===== src/hdl/iagr_ram.sv =====
// ----------------------------------------------------------------------------
// Generic RAM
// Single write port, single read port with registered read data.
// ----------------------------------------------------------------------------
module iagr_ram #(
   parameter int WIDTH = 8,
   parameter int DEPTH = 8,
   parameter int AW    = 3
) (
   input  logic             clock,
   input  logic             wr_en,
   input  logic [AW-1:0]    wr_addr,
   input  logic [WIDTH-1:0] wr_data,
   input  logic [AW-1:0]    rd_addr,
   output logic [WIDTH-1:0] rd_data
);

   logic [WIDTH-1:0] mem [DEPTH];
   logic [WIDTH-1:0] rd_data_ff;

   // Write port and registered read port.
   always_ff @(posedge clock) begin
      if (wr_en) begin
         mem[wr_addr] <= wr_data;
      end
      rd_data_ff <= mem[rd_addr];
   end

   assign rd_data = rd_data_ff;

endmodule


===== config.mk =====
export PLATFORM = sky130hd
export DESIGN_NAME = iagr_ram
export DESIGN_NICKNAME = d
export VERILOG_FILES = /design/src/hdl/iagr_ram.sv
export SDC_FILE = /design/constraint.sdc
export NUM_CORES = 1
export LEC_CHECK = 0
export ABC_AREA = 1
export BUFFER_PORTS_ARGS = -buffer_cell sky130_fd_sc_hd__buf_2
export CORE_UTILIZATION = 40
export DETAILED_ROUTE_END_ITERATION = 7
export HOLD_SLACK_MARGIN = 0.06
export SLEW_MARGIN = 20
export SYNTH_ARGS = -nofsm -noshare
export SYNTH_HDL_FRONTEND = slang
export SYNTH_SLANG_ARGS = --single-unit

===== constraint.sdc =====
create_clock -name clock -period 1.4 [get_ports clock]
set_input_delay 0.14 -clock clock [delete_from_list [all_inputs] [get_ports clock]]
set_output_delay 0.14 -clock clock [all_outputs]
set_load 0.01 [all_outputs]

; ---- After elaboration in Yosys (flattened, before gate mapping)
; Memory sizes are Yosys's and may differ from the RTL's. A register that Yosys moved wholly into a read port is not among the register bits.
; Index checks and enable logic that the tools add are counted.
[totals]
output_inout_bits = 8
mem_bits_rw = 64
wordCells = 3
register_bits = 0
memories = 1
[classes]
muxes = 2
[mem_list]
columns = name, words, width, read_ports, rd_ports_with_merged_regs, write_ports, line_no
row1 = mem, 8, 8, 1, 1, 1, 18  ; logic [WIDTH-1:0] mem [DEPTH];
[op_table]
columns = operator, n
row1 = 2-to-1 mux 1 bit, 2

; ---- Logic depth before layout (Yosys ltp)
[depth]
depth_word = 2
mapped_depth = 8

; ---- Worst setup path before layout
; No wires, ideal clock.
[synth_timing]
kind = input -> register
from = input port wr_addr[0]
to = memory mem[0][0], enable pin
path_slack_ns = 0.385
required_time_ns = 1.030
path_buffers = 0
cell_stages = 3
arrival_ns = 0.645
setup_time_ns = 0.370
cell_sequence = inv_1 > nand2_1 > nor2_1
[synth_rtl]
columns = element, line_no
row1 = start: declaration, 12  ; input logic [AW-1:0] wr_addr,
row2 = end: declaration, 18
; Straight into the memory's write port.

; ---- Final worst setup path
[layout_timing]
from = register rd_data_ff[5] (netlist: rd_data[5]) (read register of mem)
to = output port rd_data[5]
[layout_rtl]
columns = element, line_no
row1 = start: declaration, 19  ; logic [WIDTH-1:0] rd_data_ff;
row2 = end: declaration, 15  ; output logic [WIDTH-1:0] rd_data
; No word-level cell between the ends.

==> out/metrics.yaml <==
run_status:
  run_status: "finished, final reports clean"
clocking:
  clock_tree_from_tritoncts: "yes"
  htree_num_levels: 3
  cts.hold.buffers_added: 0
  cts_setup_buffers: 0
  clock_tree.buffer_depth: 2
  worst_skew_pair.late_latency_ns: 0.34
  clock_pin_slew_reported_for_the_worst_setup_and_hold_paths_after_clock_tree_synthesis_ns: 0.07
  clockRootBuffer: "clkbuf_8"
  clock_sink_count: 72
  cts-resized-gates: 0
  cts-buffers-inserted: 9
global_routing:
  grt_overflow_total: 0
  first_global_vias: 1880
  grt_first_pass_wirelength_um: 9500
  grt_max_degree: 33
  groute.usage.overall: 0.172
  number_of_antenna_violations_at_the_first_check_in_global_routing: 0
cells_and_area:
  antennaDiodeCount: 0
  layout.cells.most_common_list: "nand2_1, inv_1, edfxtp_1"
  final_layout_size_suffix_gt1_frac: 0.132
  areaGrowthSynthToFinish_pct: 12.3
  layout.filler_cells: 722
  layout.area.seq_mm2: 0.00208
  finish.net_count: 352
  mostFrequentLayoutCell: "nand2_1"
  footprint_of_the_multi_input_gates_um2: 603
floorplan:
  design.core.area_mm2: 0.00733
  pin_count: 24
  floorplan.die_area_mm2: 0.00798
  floorplan.die.height_um: 89.3
  row_count: 31
  floorplan.initialDensity: 0.416
  die_w_um: 89.3
placed_design:
  gp_congestion: 0.801
  port-buffer-count: 23
  detailedPlacementHpwl_um: 3590
setup_path:
  cp_max_fo: 1
  worst_ep_required_time_ns: 1.26
  setup.worst_path.class: "flip-flop to output port"
  cp_cell_sequence: "buf_2"
  cp.arrival_ns: 0.83
  critical-path-max-stage-delay_ns: 0.36
  kind_of_cell_with_the_highest_combined_delay_on_the_critical_path: "flip-flops"
  worst-path-buf-inv: 1
  worst_setup_path_end_kind: "output port"
  launching_element_type_of_the_critical_path: "flip-flop"
  critPathSlowestCell: "dfxtp_1"
drt:
  final_antenna_net_count: 0
  average_via_count_per_standard_cell: 4.53
  drcViolationCount: 0
  routed_wl_um: 5980
  routed_wire_length_per_instance_um: 13.6
  route.vias.total: 1988
  drt-initial-drc-count: 94
  drtPass1Iterations: 4
power_and_ir_drop:
  design_power_total_mw: 4.11
  pwr_density_cell_mw_per_mm2: 1200
  worst_ir_drop_vdd_v: 0.000552
  p_leak_nw: 1.61
yosys:
  yosys_register_bits: 72
  cell_area_after_synthesis_mm2: 0.00305
  yosysSeqAreaShare: 0.683
  post_syn_area_per_cell_um2: 10.1
  post_synth_inst_count: 303
  synth.net_count: 319
  yosysWarningCount: 0
  synth_cell_type_count: 11
sta:
  fmax_mhz: 1030
  max_slew.worst_pin.slew_ns: 0.384
  grt_setup_unrepaired: "false"
  setup_viol: 0
  tcrit_tclk_final: 0.696
  timing.slew.headroom: 0.744
  worst_clock_skew_ns: 0.00811
  hold_violations: 0
  final-max-slew-violation-count: 0
  finalCriticalPeriod_ns: 0.974
  totalNegativeSetupSlack_ns: 0
job:
  cap_violations: 0
min_path:
  hold_path.class: "input port to flip-flop"
[worst register-to-register path: stages, from the launching register on]
cell and delay [ns]:
edfxtp_1 0.36, inv_1 0.06, nand2_1 0.05, nand3_1 0.08
nand2_1 0.06, nand2_1 0.06, nand2_1 0.07
[through the flow]
stage | worst slack (ns) | cells | hold slack, ns | util | area (µm²)
6_report | 0.426 | 439 | 0.0662 | 0.467 | 3420
5_1_grt | 0.397 | 439 | 0.0602 | 0.467 | 3420
4_1_cts | 0.414 | 439 | 0.0626 | 0.467 | 3420
3_5_place_dp | 0.326 | 424 | 0.416 | 0.447 | 3280
3_3_place_gp | 0.352 | 424 | 0.414 | 0.447 | 3280
2_1_floorplan | 0.385 | 303 | 0.239 | - | 3050
[cell type report]
class / count / area share
Sequential cell: 72 / 0.608
Clock inverter: 1 / 0.00146
Multi-Input combinational cell: 150 / 0.176
Clock buffer: 14 / 0.0417
Tap cell: 99 / 0.0362
Timing Repair Buffer: 33 / 0.0592
Inverter: 70 / 0.0775
[routing by layer]
metal,global-route usage,routed length (µm)
met2,0.257,2570
met3,0.0406,234
met4,0.105,213
met1,0.229,2960
met5,0,0
[registers in the layout, summed over array words and instances, names as in the netlist]
name     count
mem         64
rd_data      8
[worst paths after layout]
kind         depth (start not counted)  slack, ns    endpoint       start
min                                  1       0.07   mem[7][6]  wr_data[6]
max                                  1       0.43  rd_data[5]  rd_data[5]
max reg2reg                          6       0.54  rd_data[7]   mem[0][7]
min reg2reg                          6       0.63  rd_data[5]   mem[5][5]
[kinds of logic (layout without fill, tap and decap cells)]
group	Yosys count	count (layout)	share of synthesized area
and+or+nand+nor	150	150	0.198
buffers and inverters	81	118	0.120
DFF	72	72	0.683
[power breakdown]
group          switching, mW  total, mW  leakage [nW]  internal [mW]
registers             0.0193       2.44         0.649           2.42
logic                  0.209      0.316         0.888          0.107
clock network          0.712       1.35        0.0745          0.636
[synth_stat cells]
cell type	number	share of area
buf_2	2	0.0033
buf_4	3	0.0074
buf_6	6	0.022
dfxtp_1	8	0.053
edfxtp_1	64	0.63
inv_1	68	0.084
inv_2	1	0.0012
inv_4	1	0.0021
nand2_1	110	0.14
nand3_1	32	0.053
nor2_1	8	0.0098
Power figures use the tool's default switching activity.
